## src/sv/brlc_pkg.sv

```systemverilog
`default_nettype none

package brlc_pkg;

   // largest decoded payload a stream may declare
   localparam logic [31:0] MAX_PAYLOAD_BYTES = 32'd1073741824;

   // longest run one pair can carry
   localparam logic [7:0] MAX_RUN = 8'd255;

   // byte lanes in one result word
   localparam int LANES = 8;

   // configuration register indexes
   localparam logic CSR_DECODE_MODE   = 1'b0;
   localparam logic CSR_EXPECTED_SIZE = 1'b1;

   // result status codes
   localparam logic [2:0] STATUS_OK            = 3'd0;
   localparam logic [2:0] STATUS_ODD_LENGTH    = 3'd1;
   localparam logic [2:0] STATUS_ZERO_COUNT    = 3'd2;
   localparam logic [2:0] STATUS_OVERFLOW      = 3'd3;
   localparam logic [2:0] STATUS_SIZE_MISMATCH = 3'd4;
   localparam logic [2:0] STATUS_OVER_LIMIT    = 3'd5;

   typedef struct packed {
      logic [7:0] data_byte;
      logic       last_byte;
   } req_payload_type;

   typedef struct packed {
      logic [63:0] out_word;
      logic [3:0]  out_count;
      logic        out_last;
      logic [2:0]  status;
   } rsp_payload_type;

   typedef enum logic [2:0] {
      ST_IDLE,
      ST_EVAL,
      ST_ENC_FLUSH,
      ST_ENC_LAST,
      ST_DEC_EXPAND,
      ST_DEC_FINAL
   } state_type;

   // controller to datapath
   typedef struct packed {
      logic take;
      logic eval;
      logic emit_flush;
      logic emit_last_pair;
      logic emit_expand;
      logic emit_final;
   } cmd_type;

   // datapath to controller
   typedef struct packed {
      logic decode_mode;
      logic item_last;
      logic enc_split;
      logic pair_phase;
      logic dec_error;
      logic expand_done;
      logic out_free;
   } dp_status_type;

endpackage

`default_nettype wire

```

## src/sv/brlc_ctrl.sv

```systemverilog
`default_nettype none

module brlc_ctrl (
   input  wire                     clock,
   input  wire                     reset,
   input  wire                     req_valid,
   output logic                    req_ready,
   input  brlc_pkg::dp_status_type dp_status,
   output brlc_pkg::cmd_type       cmd
);
   import brlc_pkg::*;

   state_type state_ff;
   state_type state_in;

   // state register
   always_ff @(posedge clock) begin
      if (reset) begin
         state_ff <= ST_IDLE;
      end else begin
         state_ff <= state_in;
      end
   end

   // next state
   always_comb begin
      state_in = state_ff;
      unique case (state_ff)
         ST_IDLE: begin
            if (req_valid) begin
               state_in = ST_EVAL;
            end
         end
         ST_EVAL: begin
            if (!dp_status.decode_mode) begin
               if (dp_status.enc_split) begin
                  state_in = ST_ENC_FLUSH;
               end else if (dp_status.item_last) begin
                  state_in = ST_ENC_LAST;
               end else begin
                  state_in = ST_IDLE;
               end
            end else if (!dp_status.pair_phase) begin
               state_in = dp_status.item_last ? ST_DEC_FINAL : ST_IDLE;
            end else if (!dp_status.dec_error) begin
               state_in = ST_DEC_EXPAND;
            end else begin
               state_in = dp_status.item_last ? ST_DEC_FINAL : ST_IDLE;
            end
         end
         ST_ENC_FLUSH: begin
            if (dp_status.out_free) begin
               state_in = dp_status.item_last ? ST_ENC_LAST : ST_IDLE;
            end
         end
         ST_ENC_LAST: begin
            if (dp_status.out_free) begin
               state_in = ST_IDLE;
            end
         end
         ST_DEC_EXPAND: begin
            if (dp_status.out_free && dp_status.expand_done) begin
               state_in = ST_IDLE;
            end
         end
         ST_DEC_FINAL: begin
            if (dp_status.out_free) begin
               state_in = ST_IDLE;
            end
         end
         default: begin
            state_in = ST_IDLE;
         end
      endcase
   end

   // commands
   always_comb begin
      req_ready = 1'b0;
      cmd       = '0;
      unique case (state_ff)
         ST_IDLE: begin
            req_ready = 1'b1;
            cmd.take  = req_valid;
         end
         ST_EVAL: begin
            cmd.eval = 1'b1;
         end
         ST_ENC_FLUSH: begin
            cmd.emit_flush = dp_status.out_free;
         end
         ST_ENC_LAST: begin
            cmd.emit_last_pair = dp_status.out_free;
         end
         ST_DEC_EXPAND: begin
            cmd.emit_expand = dp_status.out_free;
         end
         ST_DEC_FINAL: begin
            cmd.emit_final = dp_status.out_free;
         end
         default: begin
            req_ready = 1'b0;
         end
      endcase
   end

`ifndef SYNTHESIS
   // a taken transaction is always evaluated in the next cycle
   assert property (@(posedge clock) disable iff (reset)
      cmd.take |=> state_ff == ST_EVAL)
      else $error("taken transaction not evaluated");

   // at most one result is emitted per cycle
   assert property (@(posedge clock) disable iff (reset)
      $onehot0({cmd.emit_flush, cmd.emit_last_pair, cmd.emit_expand, cmd.emit_final}))
      else $error("more than one emit command");

   // input is only taken while no result generation is pending
   assert property (@(posedge clock) disable iff (reset)
      req_ready |-> !(cmd.eval || cmd.emit_flush || cmd.emit_expand || cmd.emit_final))
      else $error("input ready during item work");
`endif

endmodule

`default_nettype wire

```

## src/sv/brlc_dp.sv

```systemverilog
`default_nettype none

module brlc_dp (
   input  wire                       clock,
   input  wire                       reset,
   input  brlc_pkg::req_payload_type req_payload,
   input  wire                       csr_we,
   input  wire                       csr_index,
   input  wire  [31:0]               csr_wdata,
   input  brlc_pkg::cmd_type         cmd,
   output brlc_pkg::dp_status_type   dp_status,
   output logic                      rsp_valid,
   input  wire                       rsp_ready,
   output brlc_pkg::rsp_payload_type rsp_payload
);
   import brlc_pkg::*;

   // configuration
   logic        decode_mode_ff;
   logic [31:0] expected_size_ff;

   // held transaction
   logic [7:0]  item_byte_ff;
   logic        item_last_ff;

   // stream state
   logic [7:0]  run_value_ff, run_value_in;
   logic [7:0]  run_length_ff, run_length_in;
   logic        pair_phase_ff, pair_phase_in;
   logic [31:0] bytes_produced_ff, bytes_produced_in;
   logic [2:0]  error_code_ff, error_code_in;
   logic [7:0]  left_ff, left_in;

   // output register
   logic            rsp_valid_ff, rsp_valid_in;
   rsp_payload_type rsp_ff, rsp_in;

   logic        out_free;
   logic        enc_split;
   logic [32:0] room;
   logic [2:0]  check_code;
   logic [2:0]  error_next;
   logic [2:0]  final_status;
   logic [3:0]  lane_count;
   logic [63:0] lane_word;
   logic        expand_done;
   logic        any_emit;

   assign out_free = !rsp_valid_ff || rsp_ready;
   assign any_emit = cmd.emit_flush || cmd.emit_last_pair || cmd.emit_expand ||
                     cmd.emit_final;

   // encode: byte closes the open run
   assign enc_split = (run_length_ff != 8'd0) &&
                      !((item_byte_ff == run_value_ff) && (run_length_ff < MAX_RUN));

   // decode: pair checks, borrow in room means nothing counts as overflow
   assign room = {1'b0, expected_size_ff} - {1'b0, bytes_produced_ff};
   always_comb begin
      priority if (expected_size_ff > MAX_PAYLOAD_BYTES) begin
         check_code = STATUS_OVER_LIMIT;
      end else if (run_length_ff == 8'd0) begin
         check_code = STATUS_ZERO_COUNT;
      end else if (!room[32] && ({24'd0, run_length_ff} > room[31:0])) begin
         check_code = STATUS_OVERFLOW;
      end else begin
         check_code = STATUS_OK;
      end
   end
   assign error_next = (error_code_ff != STATUS_OK) ? error_code_ff : check_code;

   // status of the stream's final result
   always_comb begin
      priority if (pair_phase_ff) begin
         final_status = STATUS_ODD_LENGTH;
      end else if (error_code_ff != STATUS_OK) begin
         final_status = error_code_ff;
      end else if (bytes_produced_ff != expected_size_ff) begin
         final_status = STATUS_SIZE_MISMATCH;
      end else begin
         final_status = STATUS_OK;
      end
   end

   // run expansion lanes
   assign expand_done = (left_ff <= 8'(LANES));
   assign lane_count  = expand_done ? left_ff[3:0] : 4'(LANES);
   always_comb begin
      for (int i = 0; i < LANES; i++) begin
         lane_word[8*i +: 8] = (4'(i) < lane_count) ? run_value_ff : 8'd0;
      end
   end

   // stream state and result next values
   always_comb begin
      run_value_in      = run_value_ff;
      run_length_in     = run_length_ff;
      pair_phase_in     = pair_phase_ff;
      bytes_produced_in = bytes_produced_ff;
      error_code_in     = error_code_ff;
      left_in           = left_ff;
      rsp_in            = rsp_ff;
      rsp_valid_in      = rsp_valid_ff && !rsp_ready;

      if (cmd.eval) begin
         if (!decode_mode_ff) begin
            if (run_length_ff == 8'd0) begin
               run_value_in  = item_byte_ff;
               run_length_in = 8'd1;
            end else if (!enc_split) begin
               run_length_in = run_length_ff + 8'd1;
            end
         end else if (!pair_phase_ff) begin
            run_length_in = item_byte_ff;
            pair_phase_in = 1'b1;
         end else begin
            run_value_in  = item_byte_ff;
            pair_phase_in = 1'b0;
            error_code_in = error_next;
            if (error_next == STATUS_OK) begin
               left_in           = run_length_ff;
               bytes_produced_in = bytes_produced_ff + {24'd0, run_length_ff};
            end
         end
      end

      if (cmd.emit_flush) begin
         rsp_in.out_word  = {48'd0, run_value_ff, run_length_ff};
         rsp_in.out_count = 4'd2;
         rsp_in.out_last  = 1'b0;
         rsp_in.status    = STATUS_OK;
         run_value_in     = item_byte_ff;
         run_length_in    = 8'd1;
      end

      if (cmd.emit_last_pair) begin
         rsp_in.out_word  = {48'd0, run_value_ff, run_length_ff};
         rsp_in.out_count = 4'd2;
         rsp_in.out_last  = 1'b1;
         rsp_in.status    = STATUS_OK;
      end

      if (cmd.emit_expand) begin
         rsp_in.out_word  = lane_word;
         rsp_in.out_count = lane_count;
         rsp_in.out_last  = expand_done && item_last_ff;
         rsp_in.status    = (expand_done && item_last_ff) ? final_status : STATUS_OK;
         left_in          = left_ff - {4'd0, lane_count};
      end

      if (cmd.emit_final) begin
         rsp_in.out_word  = 64'd0;
         rsp_in.out_count = 4'd0;
         rsp_in.out_last  = 1'b1;
         rsp_in.status    = final_status;
      end

      if (any_emit) begin
         rsp_valid_in = 1'b1;
      end

      // stream ends with its final result
      if (cmd.emit_last_pair || cmd.emit_final || (cmd.emit_expand && expand_done &&
          item_last_ff)) begin
         run_value_in      = 8'd0;
         run_length_in     = 8'd0;
         pair_phase_in     = 1'b0;
         bytes_produced_in = 32'd0;
         error_code_in     = STATUS_OK;
      end
   end

   // control and stream registers
   always_ff @(posedge clock) begin
      if (reset) begin
         decode_mode_ff    <= 1'b0;
         expected_size_ff  <= 32'd0;
         run_value_ff      <= 8'd0;
         run_length_ff     <= 8'd0;
         pair_phase_ff     <= 1'b0;
         bytes_produced_ff <= 32'd0;
         error_code_ff     <= STATUS_OK;
         rsp_valid_ff      <= 1'b0;
      end else begin
         if (csr_we && (csr_index == CSR_DECODE_MODE)) begin
            decode_mode_ff <= csr_wdata[0];
         end
         if (csr_we && (csr_index == CSR_EXPECTED_SIZE)) begin
            expected_size_ff <= csr_wdata;
         end
         run_value_ff      <= run_value_in;
         run_length_ff     <= run_length_in;
         pair_phase_ff     <= pair_phase_in;
         bytes_produced_ff <= bytes_produced_in;
         error_code_ff     <= error_code_in;
         rsp_valid_ff      <= rsp_valid_in;
      end
   end

   // payload registers
   always_ff @(posedge clock) begin
      if (cmd.take) begin
         item_byte_ff <= req_payload.data_byte;
         item_last_ff <= req_payload.last_byte;
      end
      left_ff <= left_in;
      rsp_ff  <= rsp_in;
   end

   assign dp_status.decode_mode = decode_mode_ff;
   assign dp_status.item_last   = item_last_ff;
   assign dp_status.enc_split   = enc_split;
   assign dp_status.pair_phase  = pair_phase_ff;
   assign dp_status.dec_error   = (error_next != STATUS_OK);
   assign dp_status.expand_done = expand_done;
   assign dp_status.out_free    = out_free;

   assign rsp_valid   = rsp_valid_ff;
   assign rsp_payload = rsp_ff;

`ifndef SYNTHESIS
   // a result is never written over one still waiting
   assert property (@(posedge clock) disable iff (reset)
      any_emit |-> out_free)
      else $error("result overwritten");

   // lane count stays within the word
   assert property (@(posedge clock) disable iff (reset)
      rsp_valid_ff |-> rsp_ff.out_count <= 4'(LANES))
      else $error("lane count beyond word");

   // error status only on the final result
   assert property (@(posedge clock) disable iff (reset)
      (rsp_valid_ff && !rsp_ff.out_last) |-> rsp_ff.status == STATUS_OK)
      else $error("status on non-final result");

   // stream state is cleared after a final result
   assert property (@(posedge clock) disable iff (reset)
      (any_emit && rsp_in.out_last) |=>
         (run_length_ff == 8'd0 && !pair_phase_ff && bytes_produced_ff == 32'd0 &&
          error_code_ff == STATUS_OK))
      else $error("stream state kept after final result");
`endif

endmodule

`default_nettype wire

```

## src/sv/byte_run_length_codec.sv

```systemverilog
// an item is taken and evaluated in the next cycle, then its results follow one per cycle while
//   the result register is free or rsp_ready is high; a decoded run of n bytes gives ceil(n/8)
//   results of up to 8 bytes each
// the controller works on one item at a time through a single result register, so no new item
//   is taken before the results of the last one are written to that register
// reset (synchronous, active high) clears the configuration, the stream state and rsp_valid
`default_nettype none

module byte_run_length_codec (
   input  wire                       clock,
   input  wire                       reset,
   input  wire                       req_valid,
   output logic                      req_ready,
   input  brlc_pkg::req_payload_type req_payload,
   output logic                      rsp_valid,
   input  wire                       rsp_ready,
   output brlc_pkg::rsp_payload_type rsp_payload,
   input  wire                       csr_we,
   input  wire                       csr_index,
   input  wire  [31:0]               csr_wdata
);
   import brlc_pkg::*;

   cmd_type       cmd;
   dp_status_type dp_status;

   // sequencing
   brlc_ctrl u_ctrl (
      .clock     (clock),
      .reset     (reset),
      .req_valid (req_valid),
      .req_ready (req_ready),
      .dp_status (dp_status),
      .cmd       (cmd)
   );

   // run state, checks and result register
   brlc_dp u_dp (
      .clock       (clock),
      .reset       (reset),
      .req_payload (req_payload),
      .csr_we      (csr_we),
      .csr_index   (csr_index),
      .csr_wdata   (csr_wdata),
      .cmd         (cmd),
      .dp_status   (dp_status),
      .rsp_valid   (rsp_valid),
      .rsp_ready   (rsp_ready),
      .rsp_payload (rsp_payload)
   );

endmodule

`default_nettype wire

```

## config.mk

```make
export PLATFORM = sky130hd
export DESIGN_NAME = byte_run_length_codec
export DESIGN_NICKNAME = d
export VERILOG_FILES = /design/src/sv/brlc_pkg.sv /design/src/sv/brlc_ctrl.sv /design/src/sv/brlc_dp.sv /design/src/sv/byte_run_length_codec.sv
export SDC_FILE = /design/constraint.sdc
export NUM_CORES = 1
export LEC_CHECK = 0
export ABC_CLOCK_PERIOD_IN_PS = 7550
export BUFFER_PORTS_ARGS = -buffer_cell sky130_fd_sc_hd__buf_4
export CAP_MARGIN = 30
export CORE_UTILIZATION = 35
export CTS_CLUSTER_DIAMETER = 50
export CTS_CLUSTER_SIZE = 40
export DETAILED_ROUTE_END_ITERATION = 16
export GPL_TIMING_DRIVEN = 0
export MAX_ROUTING_LAYER = met4
export SYNTH_ARGS = -nofsm -noshare
export SYNTH_HDL_FRONTEND = slang
export SYNTH_SLANG_ARGS = --single-unit
```

## constraint.sdc

```tcl
create_clock -name clock -period 7.55 [get_ports clock]
set_input_delay 1.1325 -clock clock [delete_from_list [all_inputs] [get_ports clock]]
set_output_delay 1.1325 -clock clock [all_outputs]
set_load 0.01 [all_outputs]
```

==> out/qor.csv, run 1 <==
stage,metric,value,unit
clocking,CTS sink count,178,
synth,"EDFF count, synth",20,
clocking,CTS hold repair buffers,0,
worst_setup_path,worst-path maximum fanout,10,
pwr,leakage,4.83,nW
sta,RSZ-0062 raised after global routing,false,
worst_setup_path,critical path data arrival time,5.18,ns
synth,Post-Syn Area,9750,um2
synth,post-synthesis average cell area,8.26,um2
global_routing,vias in the first global route,8479,
clocking,Clock transition at path regs,0.08,ns
clocking,CTS tree,done,
sta,final setup vio count,0,
worst_setup_path,Worst path slowest cell,or4_4,
worst_setup_path,"Req. time, crit path",7.66,ns
sta,Worst slew margin,0.362,
synth,Synth top cells by count,"nand2_1 (166), dfxtp_1 (158), a21oi_1 (124)",
die,width of the die,169,um
clocking,CTS Root Cell,clkbuf_16,
pwr,PD cells,215,nW/um2
sta,FMAX,197,MHz
synth,Main synth FF type,dfxtp_1,
job,Max-cap violations,0,
sta,Worst Clk Skew,0.0145,ns
finish,fill count,2760,
finish,layout cells sized above 1,0.134,
synth,Syn Nets,1281,
run_status,status,"finished, final reports clean",
route,DRT iter0 DRCs,676,
route,DR DRC count,0,
worst_setup_path,endpoint class of the critical path,register,
synth,Post-Syn Instances,1180,
worst_setup_path,Worst path max stage delay,0.50,ns
die,Initial Util,0.360,
finish,antenna fix cells,0,
clocking,CTS Buf Count,17,
clocking,CTS resizes,0,
finish,Syn-to-layout area delta,20.6,%
global_routing,gr usage total,0.213,
synth,Synthesis Warnings,0,
synth,area share of the largest cell type after synthesis,0.325,
placement,Final HPWL DP,22600,um
hold_path,worst hold path class,register to register,
die,die area,28500,um2
synth,largest area contributor in the netlist,dfxtp_1,
clocking,Worst-Skew Late Latency,0.45,ns
placement,IO Port Bufs,120,
die,core area,27100,um2
synth,"count leader, synth",nand2_1,
finish,nets,1421,
clocking,H-Tree Level Count,4,
route,Vias/cell,5.39,
worst_setup_path,Worst setup SP type,register,
finish,cell area after layout,11800,um2
synth,synthesized flop and latch total,178,
placement,GPL Wtd Cong,0.908,
route,drt pass-1 iters,5,
global_routing,largest net degree at the start of global routing,23,
clocking,clock buffer depth,2,
route,Post-Route WL,29200,um
worst_setup_path,"Cell Chain, Critical Path",inv_1 > ha_1 > fa_1 > or2b_1 > a21oi_1 > nor2_1 > xor2_1 > ha_1 > nand4_1 > o22ai_1 > a21oi_1 > o211a_1 > o2111ai_1 > nor4_1 > nand4_1 > or4_4 > nand3_2 > buf_8 > buf_12 > nand2_1,
sta,Final min period,5.07,ns
sta,final hold violations,0,
synth,Area contributors post-synth,"dfxtp_1 (32%), ha_1 (6.7%), nand2_1 (6.4%)",
synth,sequential fraction of the synthesis area,0.386,
route,vias,9196,
sta,Final Max Slew Viols,0,
synth,library cells used by synthesis,79,
route,DRT antenna net count,0,
clocking,post-CTS setup buffer count,0,
sta,TNS Setup,0,ns
route,drt wl/cell,17.1,um
global_routing,global-route wire length before repair,46000,um
global_routing,initial antenna violation count,0,
die,top-level I/O count,121,
sta,Worst-Margin Slew,0.951,ns
synth,"Async S/R FF share, synth",0,
sta,fin crit share,0.671,
global_routing,Overflow after GRT,0,
worst_setup_path,critical setup path kind,register to register,
pwr,maximum vdd drop,0.000143,V
die,Die Span Y,169,um
placement,dpl cell area,11100,um2
die,Row Count,60,
worst max-delay path, delay by kind of cell (launching register included):
| family | cells | cell delay, ns |
|---|---|---|
| fa+ha+maj | 3 | 0.92 |
| compound gates | 5 | 0.84 |
| buf+inv | 3 | 0.38 |
| flops | 1 | 0.35 |
| simple gates | 8 | 2.05 |
| xor+xnor | 1 | 0.18 |
metrics by stage:
stage                     hold WS [ns]  utilization  instances  worst slack (ns)  total power [mW]
after global placement           0.434        0.410       1672              2.60              1.59
after floorplan                  0.435            -       1180              3.42              1.40
after detailed placement         0.441        0.410       1672              2.59              1.60
after CTS                        0.461        0.433       1704              2.56              2.54
after global routing             0.483        0.434       1705              2.21              2.64
final                            0.457        0.434       1705              2.48              2.53
power by group:
part	leakage, nW	switching, mW	internal, mW	total (mW)
Sequential	1.47	0.0548	1.01	1.06
Clock	0.306	0.486	0.463	0.949
Combinational	3.06	0.301	0.216	0.518
Total	4.83	0.842	1.69	2.53
sequential cells by signal, summed over array words and instances (netlist names):
signal and cells:
u_dp.expected_size_ff 32, u_dp.error_code_ff 3, u_ctrl.state_ff 3, u_dp.item_last_ff 1
u_dp.run_value_ff 8, u_dp.decode_mode_ff 1, u_dp.item_byte_ff 8, u_dp.run_length_ff 8
u_dp.pair_phase_ff 1, u_dp.rsp_payload 72, u_dp.left_ff 8, u_dp.bytes_produced_ff 32
u_dp.rsp_valid 1
routing by layer:
metal,track usage,vias to the layer above,share of wire
li1,-,4563,-
met1,0.296,4388,0.48
met2,0.321,213,0.46
met3,0.0299,32,0.043
met4,0.0605,0,0.018
met5,-,-,0
cell type report:
class / count / area (um2) / area share
Tap cell: 372 / 465 / 0.0396
Clock inverter: 15 / 209 / 0.0178
Multi-Input combinational cell: 893 / 5540 / 0.471
Inverter: 51 / 191 / 0.0163
Clock buffer: 17 / 425 / 0.0362
Sequential cell: 178 / 3760 / 0.320
Timing Repair Buffer: 121 / 908 / 0.0773
Buffer: 58 / 254 / 0.0216
worst paths after layout:
kind	from	to	slack [ns]	cells after the start
max	u_dp.expected_size_ff[0]$_SDFFE_PP0P_	u_dp.left_ff[5]$_DFFE_PP_	2.48	20
min	u_dp.rsp_payload[39]$_SDFFE_PP0P_	u_dp.rsp_payload[39]$_SDFFE_PP0P_	0.46	1
max reg2reg	u_dp.expected_size_ff[0]$_SDFFE_PP0P_	u_dp.left_ff[5]$_DFFE_PP_	2.48	20
min reg2reg	u_dp.rsp_payload[39]$_SDFFE_PP0P_	u_dp.rsp_payload[39]$_SDFFE_PP0P_	0.46	1
cell families after synthesis:
kind of cell	synth area share
AND/OR/NAND/NOR	0.210
AO/OA/AOI/OAI	0.231
flip-flops	0.386
buffers and inverters	0.0457
adder cells (fa/ha/maj)	0.0709
multiplexers	0.0300
XOR/XNOR	0.0252
other	0.000385
layout by cell type (no fill, tap or decap), types with 5 or more instances in the layout:
cell type / Yosys / routed
o21ai_0: 72 / 72
dfxtp_1: 158 / 158
a21oi_1: 124 / 124
nand4_1: 25 / 25
and2_1: 7 / 7
buf_2: 5 / 5
o21ai_1: 5 / 5
o21a_1: 12 / 12
a22o_1: 33 / 33
xnor2_1: 17 / 17
nor3_1: 24 / 24
nand2b_1: 12 / 12
nand2_1: 166 / 166
a22oi_1: 6 / 6
a21o_1: 17 / 17
clkbuf_16: 0 / 17
a211o_1: 5 / 5
or3_1: 17 / 17
nor2_1: 92 / 92
inv_1: 51 / 51
nor4b_1: 6 / 6
and3_1: 12 / 12
o31ai_1: 6 / 6
nor2b_1: 9 / 9
a211oi_1: 7 / 7
o211ai_1: 9 / 9
or4_1: 6 / 6
ha_1: 52 / 52
buf_4: 0 / 121
edfxtp_1: 20 / 20
mux2i_1: 27 / 27
nor3b_1: 6 / 6
xor2_1: 11 / 11
nand3_1: 23 / 23
clkinv_8: 0 / 5
clkbuf_1: 45 / 45
a32o_1: 10 / 10
a21boi_0: 5 / 5
nor4_1: 16 / 16
No activity file was read; power rests on OpenSTA's default activity.
==> inputs of run 2 (changes only) <==
ABC_CLOCK_PERIOD_IN_PS = 4500   (was 7550)
clock period = 4.5 ns   (was 7.55 ns; I/O delays follow)
==> run 2 against run 1 <==
Clock power is 68% higher. Utilization is 0.86 points higher. Routed wire length grew 1.8%. Flip-flop and latch count is the same. Sequential share of layout area down 0.57 points.
==> out/qor.csv, run 2 (synthesis results as in run 1) <==
stage,metric,value,unit
worst_setup_path,Worst path slowest cell,or4_4,
worst_setup_path,worst-path maximum fanout,5,
sta,fin crit share,0.976,
die,Initial Util,0.360,
sta,final setup vio count,0,
worst_setup_path,critical path data arrival time,4.76,ns
worst_setup_path,Worst path max stage delay,0.49,ns
sta,final hold violations,0,
finish,max reg flops,72,
clocking,CTS Buf Count,17,
die,width of the die,169,um
pwr,total power draw,4.27,mW
pwr,sequential power share,0.419,
sta,FMAX,228,MHz
job,Max-cap violations,0,
route,Vias/cell,5.38,
worst_setup_path,critical setup path kind,register to register,
clocking,CTS sink count,178,
clocking,Clock transition at path regs,0.09,ns
route,vias,9262,
worst_setup_path,slack of the worst reg-to-reg path,0.11,ns
pwr,maximum vdd drop,0.000242,V
sta,RSZ-0062 raised after global routing,true,
finish,"leading cell type in the layout, fill and taps excluded",nand2_1,
finish,Reg area,3770,um2
global_routing,Overflow after GRT,0,
placement,IO Port Bufs,120,
global_routing,largest net degree at the start of global routing,23,
pwr,P_sw,1.42,mW
route,DRT iter0 DRCs,728,
die,Row Count,60,
finish,antenna fix cells,0,
die,core area,27100,um2
worst_setup_path,"Cell Chain, Critical Path",inv_2 > ha_4 > fa_2 > or2b_1 > a21oi_2 > nor2_2 > xor2_1 > ha_1 > nand4_1 > o22ai_1 > a21oi_1 > o211a_1 > o2111ai_2 > nor4_2 > nand4_1 > or4_4 > buf_4 > and2_4 > and3_1 > o32ai_2,
sta,Final Max Slew Viols,0,
clocking,CTS hold repair buffers,0,
finish,fill count,2749,
finish,Syn-to-layout area delta,23.0,%
sta,Final min period,4.39,ns
finish,Multi-input gate area,5610,um2
pwr,Sw Share,0.333,
die,die area,28500,um2
clocking,H-Tree Level Count,4,
clocking,clock buffer depth,2,
global_routing,gr usage total,0.216,
pwr,PD cells,356,nW/um2
route,drt pass-1 iters,5,
global_routing,global-route wire length before repair,46600,um
clocking,CTS Root Cell,clkbuf_16,
run_status,status,"finished, final reports clean",
worst_setup_path,most frequent CP cell,nand4_1,
clocking,CTS tree,done,
sta,TNS Setup,0,ns
route,DRT antenna net count,0,
pwr,clock network power share,0.373,
route,Post-Route WL,29700,um
worst_setup_path,Worst setup SP type,register,
pwr,leakage,4.92,nW
worst_setup_path,"Req. time, crit path",4.87,ns
die,top-level I/O count,121,
hold_path,worst hold path class,input port to register,
die,Die Span Y,169,um
worst_setup_path,endpoint class of the critical path,register,
finish,nets,1436,
sta,Worst slew margin,0.388,
finish,layout cells sized above 1,0.154,
sta,Worst-Margin Slew,0.912,ns
sta,Worst Clk Skew,0.0142,ns
pwr,P_int,2.84,mW
route,drt wl/cell,17.3,um
placement,GPL Wtd Cong,0.908,
global_routing,vias in the first global route,8607,
pwr,part of the power in combinational logic,0.209,
finish,most frequent cells in the layout,"nand2_1 (165), dfxtp_1 (155), buf_4 (133)",
clocking,Worst-Skew Late Latency,0.45,ns
placement,Final HPWL DP,22600,um
global_routing,initial antenna violation count,0,
route,DR DRC count,0,
==> run 2: cell types whose count changed in the layout (fill, tap and decap cells not counted), sizes merged <==
cell	delta
buf	+16
clkbuf	-1
==> run 2: cell type report <==
cell class	count	share of cell area
Clock inverter	15	0.0174
Timing Repair Buffer	136	0.0876
Buffer	58	0.0222
Sequential cell	178	0.314
Inverter	51	0.0160
Multi-Input combinational cell	893	0.468
Clock buffer	17	0.0355
Tap cell	372	0.0388
==> run 2: per-layer routing <==
| metal | GRT usage | part of all wire |
|---|---|---|
| met5 | - | 0 |
| met4 | 0.0644 | 0.020 |
| met2 | 0.327 | 0.46 |
| met3 | 0.0348 | 0.049 |
| met1 | 0.295 | 0.48 |
==> run 2: final timing paths <==
path                                                             from                                end  cells past startpoint
worst max-delay path            u_dp.expected_size_ff[0]$_SDFFE_PP0P_    u_ctrl.state_ff[0]$_SDFFE_PP0P_                     20
worst min register to register      u_dp.rsp_payload[39]$_SDFFE_PP0P_  u_dp.rsp_payload[39]$_SDFFE_PP0P_                      1
worst max register to register  u_dp.expected_size_ff[0]$_SDFFE_PP0P_    u_ctrl.state_ff[0]$_SDFFE_PP0P_                     20
worst min-delay path                                   req_payload[0]        u_dp.item_last_ff$_DFFE_PP_                      1
==> run 2: power groups by stage <==
stage / Combinational, mW / Clock, mW / Sequential (mW)
2_1_floorplan: 0.542 / 0 / 1.81
3_3_place_gp: 0.846 / 0 / 1.82
3_5_place_dp: 0.852 / 0 / 1.82
4_1_cts: 0.871 / 1.62 / 1.79
5_1_grt: 0.976 / 1.68 / 1.80
6_report: 0.890 / 1.59 / 1.79
==> run 2: per-stage QoR <==
| stage | setup slack, ns | cell area (um2) | util | cells | hold WS, ns |
|---|---|---|---|---|---|
| finish | 0.107 | 12000 | 0.442 | 1720 | 0.394 |
| global route | -0.0649 | 12000 | 0.442 | 1720 | 0.382 |
| CTS | -0.00271 | 11900 | 0.440 | 1717 | 0.387 |
| detailed placement | -0.462 | 11100 | 0.410 | 1672 | 0.441 |
| global placement | -0.446 | 11100 | 0.410 | 1672 | 0.434 |
| floorplan | 0.366 | 9750 | - | 1180 | 0.435 |
==> run 2: repair_timing <==
action / in CTS / in global routing
pin swaps: 10 / 16
hold endpoints to repair: 0 / 0
resized for setup: 16 / 14
endpoints found under the setup margin: 37 / 44
setup buffers: 13 / 3
==> run 2: worst max-delay path: cells and delay by family, from the launching register on <==
kind / cells / cell delay, ns
AOI/OAI and AO/OA: 6 / 1.03
adders and majority gates: 3 / 0.78
DFF: 1 / 0.34
buffers and inverters: 2 / 0.23
and+or+nand+nor: 8 / 1.80
xor gates and xnor gates: 1 / 0.15
==> inputs of run 3 (changes only) <==
CORE_ASPECT_RATIO = 1.25   (was unset)
==> run 3 against run 2 <==
Sequential power is essentially flat. Utilization is essentially flat. Non-clock buffer count grew 3. Clock-buffer cell count grew 1. Total power shrank 0.55%. Routed wire length grew 1.1%. Sequential share of layout area is essentially flat. Critical path type unchanged. Cell area shrank 0.14%. First-iteration DRC count shrank 34%. Die area is essentially flat. Combinational power grew 2%. Register-to-register slack lost 0.04 ns.
==> out/qor.csv, run 3 (synthesis results as in run 1) <==
stage,metric,value,unit
die,Die Span Y,189,um
worst_setup_path,worst-path maximum fanout,5,
worst_setup_path,"Cell Chain, Critical Path",inv_2 > ha_4 > fa_2 > or2b_1 > a21oi_2 > nor2_2 > xor2_1 > ha_1 > nand4_1 > o22ai_1 > a21oi_2 > o211a_1 > o2111ai_2 > nor4_2 > nand4_1 > or4_4 > nand3_4 > buf_8 > buf_4 > nor4_1 > o221a_2,
worst_setup_path,Reg-to-Reg End,u_dp.bytes_produced_ff[11]$_SDFFE_PP0P_,
route,Post-Route WL,30100,um
die,die area,28500,um2
sta,Final Max Slew Viols,0,
pwr,P_int,2.88,mW
sta,RSZ-0062 raised after global routing,true,
pwr,leakage,4.93,nW
finish,Multi-input gate area,5620,um2
global_routing,GR met2 Demand/Resource,0.392,
die,Row Count,67,
route,drt pass-1 iters,5,
sta,Worst Clk Skew,0.0269,ns
route,vias,9246,
global_routing,global-route wire length before repair,47400,um
hold_path,WHS Endpoint,u_dp.item_byte_ff[3]$_DFFE_PP_,
clocking,CTS hold repair buffers,0,
hold_path,worst hold path depth,1,
route,DR DRC count,0,
placement,Final HPWL DP,23400,um
finish,cell area after layout,12000,um2
pwr,PD cells,355,nW/um2
placement,dpl cell area,11100,um2
worst_setup_path,Critical R2R Launch,u_dp.expected_size_ff[0]$_SDFFE_PP0P_,
clocking,CTS Root Cell,clkbuf_16,
clocking,CTS Buf Count,17,
pwr,Sw Share,0.320,
die,Initial Util,0.360,
finish,Non-Filler Instances,1696,
worst_setup_path,Worst setup SP type,register,
global_routing,GR Util met1,0.250,
sta,Worst-Margin Slew,0.944,ns
sta,final setup vio count,0,
worst_setup_path,Worst path slowest cell,or4_4,
placement,Placed Cells,1646,
sta,FMAX,226,MHz
job,Max-cap violations,0,
global_routing,gr usage total,0.220,
placement,GPL Wtd Cong,0.925,
clocking,Worst-Skew Late Latency,0.45,ns
sta,TNS Setup,0,ns
global_routing,initial antenna violation count,0,
finish,Reg area,3770,um2
clocking,clock buffer depth,2,
sta,Worst slew margin,0.368,
global_routing,Overflow after GRT,0,
worst_setup_path,Worst path max stage delay,0.50,ns
worst_setup_path,endpoint class of the critical path,register,
global_routing,largest net degree at the start of global routing,19,
route,drt wl/cell,17.7,um
worst_setup_path,critical path data arrival time,4.75,ns
pwr,P_sw,1.36,mW
clocking,Clock transition at path regs,0.08,ns
die,top-level I/O count,121,
worst_setup_path,r2r worst-path depth,21,
finish,most frequent cells in the layout,"nand2_1 (165), dfxtp_1 (156), buf_4 (133)",
sta,final hold violations,0,
pwr,sequential power share,0.422,
sta,fin crit share,0.985,
finish,layout cells sized above 1,0.157,
run_status,status,"finished, final reports clean",
finish,"leading cell type in the layout, fill and taps excluded",nand2_1,
worst_setup_path,"Req. time, crit path",4.82,ns
pwr,part of the power in combinational logic,0.213,
pwr,maximum vdd drop,0.000247,V
sta,Final min period,4.43,ns
global_routing,vias in the first global route,8914,
pwr,clock network power share,0.365,
finish,fill count,2748,
global_routing,Most Crowded Layer GR,met2,
placement,IO Port Bufs,120,
worst_setup_path,slack of the worst reg-to-reg path,0.07,ns
pwr,total power draw,4.24,mW
global_routing,M3 GR Usage,0.0252,
finish,antenna fix cells,0,
route,DRT iter0 DRCs,481,
die,width of the die,151,um
die,core area,27100,um2
clocking,CTS sink count,178,
worst_setup_path,critical setup path kind,register to register,
clocking,CTS tree,done,
hold_path,worst hold path class,input port to register,
finish,Syn-to-layout area delta,22.8,%
route,Vias/cell,5.45,
route,DRT antenna net count,0,
clocking,H-Tree Level Count,4,
finish,nets,1439,
hold_path,start point of the worst hold path,req_payload[4],
finish,max reg flops,72,
## run 3: cell count changes in the layout (fill, tap and decap cells not counted), moves of 3 or more
cell and change:
inv_12 -4, o21ai_0 -3, a21oi_1 -3, a21oi_2 +3
## run 3: metal layers
metal  vias up  share of wire
met1      4373           0.42
met5         -              0
met2       235           0.51
li1       4597              -
met3        41          0.041
met4         0          0.025
## run 3: power by group through the flow
stage	sequential [mW]	clock [mW]	combinational, mW
3_5_place_dp	1.83	0	0.870
2_1_floorplan	1.81	0	0.542
6_report	1.79	1.55	0.906
3_3_place_gp	1.82	0	0.864
5_1_grt	1.80	1.63	0.995
4_1_cts	1.79	1.57	0.899
## run 3: how the worst max path moves through the flow
stage	slack (ns)	start	end
floorplan	0.37	u_dp.expected_size_ff[0]$_SDFFE_PP0P_	u_dp.left_ff[0]$_DFFE_PP_
global placement	-0.71	u_dp.expected_size_ff[0]$_SDFFE_PP0P_	u_dp.left_ff[2]$_DFFE_PP_
detailed placement	-0.68	u_dp.expected_size_ff[0]$_SDFFE_PP0P_	u_dp.left_ff[3]$_DFFE_PP_
CTS	-0.15	u_dp.expected_size_ff[0]$_SDFFE_PP0P_	u_dp.bytes_produced_ff[11]$_SDFFE_PP0P_
global route	-0.12	u_dp.expected_size_ff[0]$_SDFFE_PP0P_	u_dp.bytes_produced_ff[5]$_SDFFE_PP0P_
finish	0.07	u_dp.expected_size_ff[0]$_SDFFE_PP0P_	u_dp.bytes_produced_ff[11]$_SDFFE_PP0P_
## run 3: critical path: cells and delay by family (launching register included)
kind                     cells  cell delay [ns]
AO/OA/AOI/OAI                6             1.04
XOR/XNOR                     1             0.15
adder cells (fa/ha/maj)      3             0.79
buffers and inverters        3             0.30
flip-flops                   1             0.35
AND/OR/NAND/NOR              8             1.68
## run 3: per-stage QoR
step / hold slack (ns) / utilization / setup slack [ns]
global route: 0.400 / 0.442 / -0.117
global placement: 0.440 / 0.409 / -0.706
detailed placement: 0.445 / 0.409 / -0.683
floorplan: 0.435 / - / 0.366
finish: 0.407 / 0.442 / 0.0664
CTS: 0.399 / 0.440 / -0.151
## run 3: area by class of cell
type | instances | area share
Multi-Input combinational cell | 893 | 0.470
Buffer | 58 | 0.0225
Timing Repair Buffer | 139 | 0.0905
Clock inverter | 14 | 0.0139
Tap cell | 345 | 0.0361
Sequential cell | 178 | 0.315
Inverter | 51 | 0.0160
Clock buffer | 18 | 0.0367
## run 3: what timing repair did
item,in CTS,in global routing
buffers inserted,14,3
setup endpoints to repair,44,44
pin swaps,18,13
gates cloned,1,0
gates resized for setup,27,6
